File: config.mk
export PLATFORM = sky130hd
export DESIGN_NAME = block_flood_nack_engine_core_flat
export DESIGN_NICKNAME = d
export VERILOG_FILES = /design/src/rtl/bfn_pkg.sv /design/src/rtl/bfn_chan_if.sv /design/src/rtl/block_flood_nack_engine_core.sv /design/src/flat_wrapper.sv
export SDC_FILE = /design/constraint.sdc
export NUM_CORES = 1
export LEC_CHECK = 0
export BUFFER_PORTS_ARGS = -buffer_cell sky130_fd_sc_hd__clkbuf_2
export CORE_MARGIN = 1.5
export CORE_UTILIZATION = 55
export CTS_CLUSTER_SIZE = 14
export DETAILED_ROUTE_END_ITERATION = 8
export PLACE_DENSITY = 0.74
export SLEW_MARGIN = 20
export SYNTH_ARGS = -nofsm -noshare
export SYNTH_HDL_FRONTEND = slang
export SYNTH_SLANG_ARGS = --single-unit
File: constraint.sdc
create_clock -name i_clk -period 13 [get_ports i_clk]
set_clock_uncertainty 0.05 [all_clocks]
set_input_delay 2.6 -clock i_clk [delete_from_list [all_inputs] [get_ports i_clk]]
set_output_delay 2.6 -clock i_clk [all_outputs]
set_load 0.01 [all_outputs]
File: src/rtl/bfn_pkg.sv
// ----------------------------------------------------------------------------
// bfn_pkg: shared definitions of the block flood NACK engine
// Event and command codes, packet type codes, reset values and the item
// structs carried by the input and result channels.
// ----------------------------------------------------------------------------
package bfn_pkg;

    localparam int CHUNK_BYTES_DEF = 64;

    localparam int TPS_W   = 15;
    localparam int VER_W   = 8;
    localparam int CHUNK_W = 16;
    localparam int LEN_W   = 7;
    localparam int TICK_W  = 16;
    localparam int OFF_W   = 22;

    localparam logic [TPS_W-1:0]  TPS_RESET         = 15'd128;
    localparam logic [TICK_W-1:0] SEND_PERIOD_RESET = 16'(128 / 2);

    localparam logic [7:0] PKT_DATA = 8'd0;
    localparam logic [7:0] PKT_NACK = 8'd1;

    typedef enum logic [2:0] {
        FN_DATA_RX  = 3'd0,
        FN_NACK_RX  = 3'd1,
        FN_SENT     = 3'd2,
        FN_START    = 3'd3,
        FN_RESTART  = 3'd4,
        FN_READ_RPL = 3'd5,
        FN_SET_VER  = 3'd6,
        FN_STOP     = 3'd7
    } t_func;

    typedef enum logic [2:0] {
        ACT_NONE   = 3'd0,
        ACT_WRITE  = 3'd1,
        ACT_NACK   = 3'd2,
        ACT_READ   = 3'd3,
        ACT_TIMER  = 3'd4,
        ACT_BCAST  = 3'd5,
        ACT_CANCEL = 3'd6
    } t_action;

    typedef enum logic [1:0] {
        WF_NORMAL   = 2'd0,
        WF_NEW_FILE = 2'd1,
        WF_LAST     = 2'd2
    } t_wflag;

    typedef struct packed {
        logic [2:0]         func;
        logic [7:0]         pkt_type;
        logic [VER_W-1:0]   pkt_version;
        logic [CHUNK_W-1:0] pkt_chunk;
        logic [LEN_W-1:0]   pkt_len;
        logic [TICK_W-1:0]  interval;
        logic [LEN_W-1:0]   read_len;
        logic [VER_W-1:0]   new_version;
    } t_bfn_in;

    typedef struct packed {
        logic [2:0]         action;
        logic [1:0]         write_flag;
        logic [OFF_W-1:0]   byte_offset;
        logic [LEN_W-1:0]   byte_count;
        logic [VER_W-1:0]   hdr_version;
        logic [CHUNK_W-1:0] hdr_chunk;
        logic [TICK_W-1:0]  delay_ticks;
        logic [VER_W-1:0]   cur_version;
        logic               last;
    } t_bfn_out;

    // Build a command; cur_version and last are filled in by the caller.
    function automatic t_bfn_out mk_cmd(
        input t_action            act,
        input t_wflag             flag,
        input logic [OFF_W-1:0]   off,
        input logic [LEN_W-1:0]   cnt,
        input logic [VER_W-1:0]   hv,
        input logic [CHUNK_W-1:0] hc,
        input logic [TICK_W-1:0]  dly
    );
        t_bfn_out r;
        r.action      = act;
        r.write_flag  = flag;
        r.byte_offset = off;
        r.byte_count  = cnt;
        r.hdr_version = hv;
        r.hdr_chunk   = hc;
        r.delay_ticks = dly;
        r.cur_version = '0;
        r.last        = 1'b0;
        return r;
    endfunction

endpackage

File: src/rtl/bfn_chan_if.sv
// ----------------------------------------------------------------------------
// bfn_chan_if: valid/ready channel
// One transfer moves one payload item at a clock edge with valid and ready high.
// ----------------------------------------------------------------------------
interface bfn_chan_if #(
    parameter type t_payload = logic
);
    logic     valid;
    logic     ready;
    t_payload data;

    modport source (output valid, output data, input ready);
    modport sink   (input valid, input data, output ready);
endinterface

File: src/rtl/block_flood_nack_engine_core.sv
// ----------------------------------------------------------------------------
// block_flood_nack_engine_core: control engine of a NACK-driven block flood
// Flow: an event transfer lands in the input register; its commands are decoded
//   into the two-entry result register, which offers them on the result channel.
// Throughput: one event per cycle for events giving zero or one command while the
//   result channel is ready; after a two-command event, the next event with commands
//   waits until the result register, draining one command per cycle, is on its last.
// Reset (synchronous, active low): both channels empty, receiver role, version,
//   chunk and stored length zero, ticks per second 128, send period 64.
// ----------------------------------------------------------------------------
module block_flood_nack_engine_core #(
    parameter int CHUNK_BYTES = bfn_pkg::CHUNK_BYTES_DEF
) (
    input  logic                      i_clk,
    input  logic                      i_rst_n,
    input  logic                      i_cfg_we,
    input  logic [bfn_pkg::TPS_W-1:0] i_cfg_wdata,
    bfn_chan_if.sink                  i_in,
    bfn_chan_if.source                o_out
);
    import bfn_pkg::*;

    localparam logic [31:0] CHUNK_U = 32'(CHUNK_BYTES);
    // Count field of a full-chunk read, truncated to the field width.
    localparam logic [LEN_W-1:0] CHUNK_CNT = CHUNK_U[LEN_W-1:0];

    // Byte offset of a chunk, kept to the offset field width.
    function automatic logic [OFF_W-1:0] f_offset(input logic [CHUNK_W-1:0] c);
        logic [31:0] prod;
        prod = 32'(c) * CHUNK_U;
        return prod[OFF_W-1:0];
    endfunction

    // Clamp a byte count to one chunk.
    function automatic logic [LEN_W-1:0] f_clamp(input logic [LEN_W-1:0] v);
        return (32'(v) > CHUNK_U) ? CHUNK_CNT : v;
    endfunction

    // ------------------------------------------------------------------
    // Configuration and protocol state
    // ------------------------------------------------------------------
    logic [TPS_W-1:0]   r_tps;
    logic [VER_W-1:0]   r_fv,  n_fv;
    logic [CHUNK_W-1:0] r_nc,  n_nc;
    logic [LEN_W-1:0]   r_sl,  n_sl;
    logic               r_snd, n_snd;
    logic [TICK_W-1:0]  r_sp,  n_sp;

    // Input register
    logic    r_in_v;
    t_bfn_in r_in;

    // Result register: two entries, shown from r_rd, r_cnt still to go
    t_bfn_out   r_res0, r_res1;
    logic [1:0] r_cnt;
    logic       r_rd;

    // Commands produced by the item in the input register
    t_bfn_out   n_res0, n_res1;
    logic [1:0] n_num;

    logic w_take;
    logic w_buf_free;
    logic w_adv;

    logic [LEN_W-1:0]  w_plen;
    logic [LEN_W-1:0]  w_rlen;
    logic [TICK_W-1:0] w_nack_dly;

    // ------------------------------------------------------------------
    // Event decode: new state and up to two commands
    // ------------------------------------------------------------------
    always_comb begin
        w_plen     = f_clamp(r_in.pkt_len);
        w_rlen     = f_clamp(r_in.read_len);
        w_nack_dly = {1'b0, r_sp[TICK_W-1:1]};

        n_fv   = r_fv;
        n_nc   = r_nc;
        n_sl   = r_sl;
        n_snd  = r_snd;
        n_sp   = r_sp;
        n_num  = 2'd0;
        n_res0 = mk_cmd(ACT_NONE, WF_NORMAL, '0, '0, '0, '0, '0);
        n_res1 = mk_cmd(ACT_NONE, WF_NORMAL, '0, '0, '0, '0, '0);

        case (t_func'(r_in.func))
            FN_DATA_RX: begin
                if (r_in.pkt_type == PKT_DATA) begin
                    if (r_in.pkt_version != r_fv) begin
                        // version change: restart reception from chunk 0
                        n_fv   = r_in.pkt_version;
                        n_nc   = '0;
                        n_num  = 2'd2;
                        n_res0 = mk_cmd(ACT_WRITE, WF_NEW_FILE, '0, '0, '0, '0, '0);
                        if (r_in.pkt_chunk != '0) begin
                            n_res1 = mk_cmd(ACT_NACK, WF_NORMAL, '0, '0,
                                            r_in.pkt_version, '0, w_nack_dly);
                        end else begin
                            n_res1 = mk_cmd(ACT_WRITE, WF_NORMAL, '0, w_plen,
                                            '0, '0, '0);
                            n_nc   = CHUNK_W'(1);
                        end
                    end else if (r_in.pkt_chunk == r_nc) begin
                        // in-order chunk: write it, short one ends the file
                        n_num  = 2'd1;
                        n_res0 = mk_cmd(ACT_WRITE,
                                        (32'(w_plen) < CHUNK_U) ? WF_LAST : WF_NORMAL,
                                        f_offset(r_nc), w_plen, '0, '0, '0);
                        n_nc   = r_nc + CHUNK_W'(1);
                    end else if (r_in.pkt_chunk > r_nc) begin
                        // gap ahead: ask for the expected chunk
                        n_num  = 2'd1;
                        n_res0 = mk_cmd(ACT_NACK, WF_NORMAL, '0, '0, r_fv, r_nc,
                                        w_nack_dly);
                    end
                end
            end
            FN_NACK_RX: begin
                if (r_in.pkt_type == PKT_NACK && r_snd) begin
                    // rewind to the requested chunk, or to 0 on foreign version
                    n_nc   = (r_in.pkt_version == r_fv) ? r_in.pkt_chunk : '0;
                    n_num  = 2'd2;
                    n_res0 = mk_cmd(ACT_READ, WF_NORMAL, f_offset(n_nc), CHUNK_CNT,
                                    '0, '0, '0);
                    n_res1 = mk_cmd(ACT_TIMER, WF_NORMAL, '0, '0, '0, '0, r_sp);
                end
            end
            FN_SENT: begin
                n_num = 2'd1;
                if (32'(r_sl) == CHUNK_U) begin
                    n_nc   = r_nc + CHUNK_W'(1);
                    n_res0 = mk_cmd(ACT_READ, WF_NORMAL, f_offset(n_nc), CHUNK_CNT,
                                    '0, '0, '0);
                end else begin
                    // file done: steady delay of two seconds
                    n_res0 = mk_cmd(ACT_TIMER, WF_NORMAL, '0, '0, '0, '0,
                                    {r_tps, 1'b0});
                end
            end
            FN_START: begin
                n_snd  = 1'b1;
                n_fv   = r_fv + VER_W'(2);
                n_nc   = '0;
                n_sp   = r_in.interval;
                n_num  = 2'd2;
                n_res0 = mk_cmd(ACT_READ, WF_NORMAL, '0, CHUNK_CNT, '0, '0, '0);
                n_res1 = mk_cmd(ACT_BCAST, WF_NORMAL, '0, '0, n_fv, '0,
                                r_in.interval);
            end
            FN_RESTART: begin
                n_nc   = '0;
                n_num  = 2'd1;
                n_res0 = mk_cmd(ACT_NACK, WF_NORMAL, '0, '0, r_fv, '0, w_nack_dly);
            end
            FN_READ_RPL: begin
                n_sl = w_rlen;
            end
            FN_SET_VER: begin
                n_fv = r_in.new_version;
            end
            FN_STOP: begin
                n_num  = 2'd1;
                n_res0 = mk_cmd(ACT_CANCEL, WF_NORMAL, '0, '0, '0, '0, '0);
            end
            default: begin
                n_num = 2'd0;
            end
        endcase

        // stamp the version after the event and mark the final command
        n_res0.cur_version = n_fv;
        n_res1.cur_version = n_fv;
        n_res0.last        = (n_num == 2'd1);
        n_res1.last        = 1'b1;
    end

    // ------------------------------------------------------------------
    // Handshake: advance the input register when its commands fit
    // ------------------------------------------------------------------
    assign w_take     = o_out.valid && o_out.ready;
    assign w_buf_free = (r_cnt == 2'd0) || (r_cnt == 2'd1 && w_take);
    assign w_adv      = r_in_v && ((n_num == 2'd0) || w_buf_free);

    assign i_in.ready  = !r_in_v || w_adv;
    assign o_out.valid = (r_cnt != 2'd0);
    assign o_out.data  = r_rd ? r_res1 : r_res0;

    // Configuration register
    always_ff @(posedge i_clk) begin
        if (!i_rst_n) begin
            r_tps <= TPS_RESET;
        end else if (i_cfg_we) begin
            r_tps <= i_cfg_wdata;
        end
    end

    // Protocol state: commit on advance
    always_ff @(posedge i_clk) begin
        if (!i_rst_n) begin
            r_fv  <= '0;
            r_nc  <= '0;
            r_sl  <= '0;
            r_snd <= 1'b0;
            r_sp  <= SEND_PERIOD_RESET;
        end else if (w_adv) begin
            r_fv  <= n_fv;
            r_nc  <= n_nc;
            r_sl  <= n_sl;
            r_snd <= n_snd;
            r_sp  <= n_sp;
        end
    end

    // Input register: load on transfer, drop on advance
    always_ff @(posedge i_clk) begin
        if (!i_rst_n) begin
            r_in_v <= 1'b0;
        end else if (i_in.valid && i_in.ready) begin
            r_in_v <= 1'b1;
        end else if (w_adv) begin
            r_in_v <= 1'b0;
        end
    end

    always_ff @(posedge i_clk) begin
        if (i_in.valid && i_in.ready) begin
            r_in <= i_in.data;
        end
    end

    // Result register: load a command pair, step to the second on transfer
    always_ff @(posedge i_clk) begin
        if (!i_rst_n) begin
            r_cnt <= 2'd0;
            r_rd  <= 1'b0;
        end else if (w_adv && n_num != 2'd0) begin
            r_cnt <= n_num;
            r_rd  <= 1'b0;
        end else if (w_take) begin
            r_cnt <= r_cnt - 2'd1;
            r_rd  <= 1'b1;
        end
    end

    always_ff @(posedge i_clk) begin
        if (w_adv && n_num != 2'd0) begin
            r_res0 <= n_res0;
            r_res1 <= n_res1;
        end
    end

    // ------------------------------------------------------------------
    // Assertions
    // ------------------------------------------------------------------
    a_cnt_range: assert property (@(posedge i_clk) disable iff (!i_rst_n)
        r_cnt != 2'd3)
        else $error("result count out of range");

    a_last_matches_cnt: assert property (@(posedge i_clk) disable iff (!i_rst_n)
        o_out.valid |-> (o_out.data.last == (r_cnt == 2'd1)))
        else $error("last flag does not match remaining commands");

    a_second_slot: assert property (@(posedge i_clk) disable iff (!i_rst_n)
        (o_out.valid && r_rd) |-> (r_cnt == 2'd1))
        else $error("second slot shown with two commands pending");

    a_pair_continues: assert property (@(posedge i_clk) disable iff (!i_rst_n)
        (w_take && !o_out.data.last) |=> o_out.valid)
        else $error("command pair broken after first transfer");

    a_stall_holds: assert property (@(posedge i_clk) disable iff (!i_rst_n)
        (r_in_v && !w_adv) |=> r_in_v)
        else $error("stalled event lost from input register");

endmodule

File: src/flat_wrapper.sv
// flat-port wrapper written by rule: the top's interface ports become plain ports
module block_flood_nack_engine_core_flat import bfn_pkg::*;
#(
    parameter int CHUNK_BYTES = bfn_pkg::CHUNK_BYTES_DEF
)
  (i_clk, i_rst_n, i_cfg_we, i_cfg_wdata, i_in_valid, i_in_data, i_in_ready, o_out_valid, o_out_data, o_out_ready);
  bfn_chan_if #(.t_payload(t_bfn_in)) i_in_i ();
  bfn_chan_if #(.t_payload(t_bfn_out)) o_out_i ();
  input  logic i_clk;
  input  logic i_rst_n;
  input  logic i_cfg_we;
  input  logic [bfn_pkg::TPS_W-1:0] i_cfg_wdata;
  input wire logic [$bits(i_in_i.valid)-1:0] i_in_valid;
  input wire logic [$bits(i_in_i.data)-1:0] i_in_data;
  output wire logic [$bits(i_in_i.ready)-1:0] i_in_ready;
  output wire logic [$bits(o_out_i.valid)-1:0] o_out_valid;
  output wire logic [$bits(o_out_i.data)-1:0] o_out_data;
  input wire logic [$bits(o_out_i.ready)-1:0] o_out_ready;
  assign i_in_i.valid = i_in_valid;
  assign i_in_i.data = i_in_data;
  assign i_in_ready = i_in_i.ready;
  assign o_out_valid = o_out_i.valid;
  assign o_out_data = o_out_i.data;
  assign o_out_i.ready = o_out_ready;
  block_flood_nack_engine_core #(.CHUNK_BYTES(CHUNK_BYTES)) u_core (.i_clk(i_clk), .i_rst_n(i_rst_n), .i_cfg_we(i_cfg_we), .i_cfg_wdata(i_cfg_wdata), .i_in(i_in_i), .o_out(o_out_i));
endmodule
After elaboration in Yosys (flattened, before gate mapping)
Cells that the tools add are included.

Flip-flop bits (word level): 297. Input bits: 93. Output and inout port bits: 85. Word-level logic and storage cells: 122.

Add/subtract/negate cells: 3. Magnitude comparators: 4. Eq/ne operators: 18. Muxes and demuxes: 37. Bitwise logic cells: 1. Reduce and logical (&&, ||, !) cells: 26.

Operators by type and width (number): $mux W83 (8); $pmux W83 S6 (1); $pmux W83 S3 (1); $mux W82 (3); $mux W16 (6); $pmux W16 S4 (1); $pmux W8 S3 (1); $add A16 B1 Y16 const B (1); $eq A16 B16 Y1 (1); $gt A16 B16 Y1 (1); $mux W8 (2); $reduce_bool A16 Y1 (1); $gt A7 B7 Y1 const B (2); $mux W2 (7); $mux W7 (2); $eq A3 B3 Y1 const B (4); $add A8 B2 Y8 const B (1); $eq A8 B1 Y1 const B (1); $eq A8 B8 Y1 (1); $logic_not A8 Y1 (1); $ne A8 B8 Y1 (1); $pmux W2 S4 (1); $reduce_bool A2 Y1 (4); $eq A7 B7 Y1 const B (1); 19 further kinds (36).

Logic depth before layout (Yosys ltp)
Depth after elaboration: 12. Gate-level depth with buffers: 12. Gate-level depth less buffers: 9.

Worst setup path after synthesis
No wires, ideal clock.

Path kind: input port to flip-flop. Start point: input o_out_ready. End point: register u_core.r_res0[0] (netlist name) (enable). Library setup time: 0.619 ns. Arrival time: 8.329 ns. Required time: 12.331 ns. Setup slack: 4.002 ns. Stages on the path: 3. Path buffers: 0. Path through: a21oi_1 nand2b_1 a21oi_1.

Cells in the longest elaborated chain, start to end: 6.

RTL lines: from (decl) (RTL line flat_wrapper.sv:18) `input wire logic [$bits(o_out_i.ready)-1:0] o_out_ready;`; $logic_and A1 B1 Y1 (RTL line block_flood_nack_engine_core.sv:181) `assign w_take = o_out.valid && o_out.ready;`; $logic_and A1 B1 Y1 (RTL line block_flood_nack_engine_core.sv:182) `assign w_buf_free = (r_cnt == 2'd0) || (r_cnt == 2'd1 && w_take);`; $logic_or A1 B1 Y1 (RTL line block_flood_nack_engine_core.sv:182); $logic_or A1 B1 Y1 (RTL line block_flood_nack_engine_core.sv:183) `assign w_adv = r_in_v && ((n_num == 2'd0) || w_buf_free);`; $logic_and A1 B1 Y1 (RTL line block_flood_nack_engine_core.sv:183); $logic_and A1 B1 Y1 (RTL line block_flood_nack_engine_core.sv:247) `if (w_adv && n_num != 2'd0) begin`; to (signal assigned) (RTL line block_flood_nack_engine_core.sv:248) `r_res0 <= n_res0;`; to (decl) (RTL line block_flood_nack_engine_core.sv:54) `t_bfn_out r_res0, r_res1;`.

No other way between the ends. A chain may end at the register's enable or synchronous reset.

Worst setup path in the final report
Start point: register u_core.r_nc[14]. End point: output i_in_ready.

Cells in the longest elaborated chain, start to end: 10. Elaborated cells on any way between the ends: 11. Those cells by class: order compare: 1; eq/ne: 1; mux: 5; reduce/logical: 4.

RTL lines: from (decl) (RTL line block_flood_nack_engine_core.sv:44) `logic [CHUNK_W-1:0] r_nc, n_nc;`; from (signal assigned) (RTL line block_flood_nack_engine_core.sv:208) `r_nc <= n_nc;`; $gt A16 B16 Y1 (RTL line block_flood_nack_engine_core.sv:111) `end else if (r_in.pkt_chunk > r_nc) begin`; $mux W1 (RTL line block_flood_nack_engine_core.sv:111); $mux W2 (*) (RTL line block_flood_nack_engine_core.sv:104) `end else if (r_in.pkt_chunk == r_nc) begin`; $mux W2 (*) (RTL line block_flood_nack_engine_core.sv:90) `if (r_in.pkt_version != r_fv) begin`; $mux W2 (*) (RTL line block_flood_nack_engine_core.sv:89) `if (r_in.pkt_type == PKT_DATA) begin`; $pmux W2 S4 (*) (RTL line block_flood_nack_engine_core.sv:87) `case (t_func'(r_in.func))`; $logic_not A2 Y1 (*) (RTL line block_flood_nack_engine_core.sv:183); $logic_or A1 B1 Y1 (*) (RTL line block_flood_nack_engine_core.sv:183); $logic_and A1 B1 Y1 (*) (RTL line block_flood_nack_engine_core.sv:183); $logic_or A1 B1 Y1 (*) (RTL line block_flood_nack_engine_core.sv:185) `assign i_in.ready = !r_in_v || w_adv;`; to (decl) (RTL line flat_wrapper.sv:15) `output wire logic [$bits(i_in_i.ready)-1:0] i_in_ready;`.

Every way passes the cells marked *; elsewhere a longest branch is shown, timed or not.

==> qor.csv <==
metric,value,unit
status,finished clean,
cell area after synthesis,11600,sq um
dpl cells,1385,
max cap viols,0,
Synth top area share,0.476,
LEAKAGE,5.15,nW
DRC errors left,0,
CTS Hold Bufs,0,
final hold viol count,0,
max_slew headroom,0.214,
post-route ant nets,0,
Worst Max-Slew Pin Slew,1.17,ns
period utilization,0.512,
Critical Path RT,10.35,ns
largest net degree at the start of global routing,81,
Crit-path slowest cell,nand4_1,
Worst Slack Setup Final,6.34,ns
PwrDens,149,nW/um^2
CTS tree,yes,
Worst Path Max Fanout,12,
"Core Util, Final",0.651,
crit path time final,6.66,ns
CTS Root Cell,clkbuf_16,
max-slew violations,0,
top post-synthesis cells by area,"edfxtp_1 48%, dfxtp_1 12%, nand2_1 3.5%",
Post-Syn Instances,1007,
first-pass GRT wire length,41400,um
grt ovf,0,
number of H-tree levels,1,
Post-Layout Cell Count,1434,
async set or reset register ratio after synthesis,0,
Post-synth EDFFs,184,
Yosys reg bits,251,
Die Wd,148,um
CTS buffer count,26,
Clock Path Buffers,3,
share of layout cells above drive strength 1,0.243,
total number of vias,8350,
die footprint,22000,sq um
nets,1257,
# diodes,0,
Die Span Y,148,um
ys flop type,edfxtp_1,
CP peak stage delay,0.67,ns
final number of setup-violating endpoints,0,
initial antenna violation count,0,
first-pass detailed-route iteration total,5,
Via-to-Cell Ratio,5.82,
fill count,1620,
WL/cell,18.8,um
Synth-to-Final Area Change,14.8,%
critical-path cell list,"inv_1, ha_1, nand4_1, nor4_1, nand4_1, a21boi_2, nor2_1, a21oi_1, inv_1, clkbuf_2",
DP Wirelength,17700,um
std cell rows,52,
vias in the first global route,7679,
fmax,150,MHz
FF+latch area,6870,sq um
Synth area leader,edfxtp_1,
gr usage total,0.241,
initial core utilization,0.567,
synth warn,0,
I/O pins,178,
Worst Setup Start Kind,flop,
final WL,26900,um
Hold WC Path Type,flop to flop,
Final Wtd Congestion,0.921,
Worst Path Arrival,4.01,ns
Core Box Area,20500,sq um
1st-iter DRT viols,755,
setup TNS,0,ns
Mean Syn Cell Area,11.5,sq um
clk_lat worst skew,0.54,ns
post-synth cell types,72,
"worst slack, placed",6.76,ns
area of the multi-input gates,4280,sq um
WS Path Type,flop to primary output,
"CTS clk-pin slew, worst paths",0.06,ns
post-CTS sizing,0,
total clock sinks,251,
IO buf count,171,
sequential-to-total area share from yosys stat,0.591,
crit end category,primary output,
RSZ-0062 raised after global routing,false,
worst-case vdd ir drop,102,uV
post-CTS setup buffer count,0,
-- layer usage --
metal / up-vias / GRT usage / share of wire
met4: 0 / 0.0649 / 0.019
met5: - / 0 / 0
met3: 49 / 0.0390 / 0.088
li1: 3958 / - / -
met1: 3909 / 0.362 / 0.45
met2: 434 / 0.367 / 0.45
-- sequential cells by signal, summed over array words and instances, names as in the netlist --
| name | cells |
|---|---|
| u_core.r_rd | 1 |
| u_core.r_cnt | 2 |
| u_core.r_tps | 15 |
| u_core.r_in | 73 |
| u_core.r_in_v | 1 |
| u_core.r_sl | 7 |
| u_core.r_nc | 16 |
| u_core.r_res0 | 77 |
| u_core.r_res1 | 34 |
| u_core.r_fv | 8 |
| u_core.r_sp | 16 |
| u_core.r_snd | 1 |
-- through the flow --
| stage | cell area [sq um] | total power [mW] | hold slack [ns] |
|---|---|---|---|
| 6_report | 13300 | 1.99 | 0.407 |
| 5_1_grt | 13300 | 2.07 | 0.442 |
| 4_1_cts | 13300 | 2.00 | 0.406 |
| 3_5_place_dp | 12500 | 1.30 | 0.397 |
| 3_3_place_gp | 12500 | 1.30 | 0.393 |
| 2_1_floorplan | 11600 | 1.20 | 0.386 |
-- critical path, delay by kind of cell (launching register included) --
| family | cells | cell delay [ns] |
|---|---|---|
| fa+ha+maj | 1 | 0.32 |
| simple gates | 4 | 1.57 |
| buf+inv | 3 | 0.40 |
| flops | 1 | 0.39 |
| compound gates | 2 | 0.81 |
-- final cells by class --
type / instances / share of cell area
Sequential cell: 251 / 0.515
Multi-Input combinational cell: 655 / 0.321
Timing Repair Buffer: 181 / 0.0704
Clock buffer: 40 / 0.0542
Tap cell: 270 / 0.0253
Inverter: 29 / 0.00816
Clock inverter: 8 / 0.00582
-- placed cells by master, fill, tap and decap left out, types with 10 or more instances in the layout --
| cell | synthesis | final |
|---|---|---|
| a22o_1 | 22 | 22 |
| o31ai_1 | 10 | 10 |
| and3_1 | 26 | 26 |
| mux2i_1 | 19 | 19 |
| dfxtp_1 | 67 | 66 |
| mux2_2 | 34 | 34 |
| and2_1 | 24 | 24 |
| a21oi_1 | 57 | 56 |
| nand2_1 | 109 | 109 |
| clkbuf_1 | 45 | 12 |
| inv_1 | 29 | 28 |
| edfxtp_1 | 184 | 184 |
| ha_1 | 20 | 20 |
| nor2_1 | 66 | 65 |
| nor3_1 | 11 | 10 |
| nor2b_1 | 43 | 41 |
| clkbuf_16 | 0 | 26 |
| a22oi_1 | 19 | 19 |
| o21ai_0 | 33 | 33 |
| xnor2_1 | 13 | 13 |
| clkbuf_2 | 0 | 171 |
| a21o_1 | 12 | 12 |
| nand3_1 | 25 | 25 |
-- power breakdown --
group          internal (mW)  total, mW  switching [mW]
Sequential             0.937      0.977          0.0405
Combinational          0.123      0.312           0.189
Clock                  0.403      0.696           0.294
-- path summary, 6_finish.rpt --
check / cells past startpoint / slack, ns / endpoint / from
setup reg to reg: 9 / 8.21 / u_core.r_res0[39] / u_core.r_nc[14]
hold / removal: 2 / 0.41 / u_core.r_sp[0] / u_core.r_sp[0]
hold reg to reg: 2 / 0.41 / u_core.r_sp[0] / u_core.r_sp[0]
setup / recovery: 10 / 6.34 / i_in_ready / u_core.r_nc[14]
-- synthesized netlist by cell type (all sizes together) (3+ instances only) --
master    n
inv      29
nor4      8
a22o     22
dfxtp    67
mux2     34
or2       3
xnor2    13
nor3     12
o31ai    10
nor2b    43
a31o      3
edfxtp  184
a22oi    19
mux2i    19
nand3    25
nor3b     7
ha       20
or4       5
and4      4
or3       4
a221oi    4
a311oi    4
nand4     9
a21oi    57
a21o     12
and2     24
and3     27
o211ai    7
clkbuf   48
a211oi   10
nor2     66
nand2   109
o21ai    34
buf      29
a221o     6
o221ai    3
-- kinds of logic (layout without fill, tap and decap cells) --
group / Yosys count / count (layout) / share of synthesized area
multiplexers: 53 / 53 / 0.0493
other: 1 / 6 / 0.000323
adder cells (fa/ha/maj): 20 / 20 / 0.0215
buffers and inverters: 106 / 258 / 0.0452
XOR/XNOR: 15 / 15 / 0.0113
flip-flops: 251 / 251 / 0.591
AND/OR/NAND/NOR: 351 / 351 / 0.153
AO/OA/AOI/OAI: 210 / 210 / 0.129
Power figures use the tool's default switching activity.
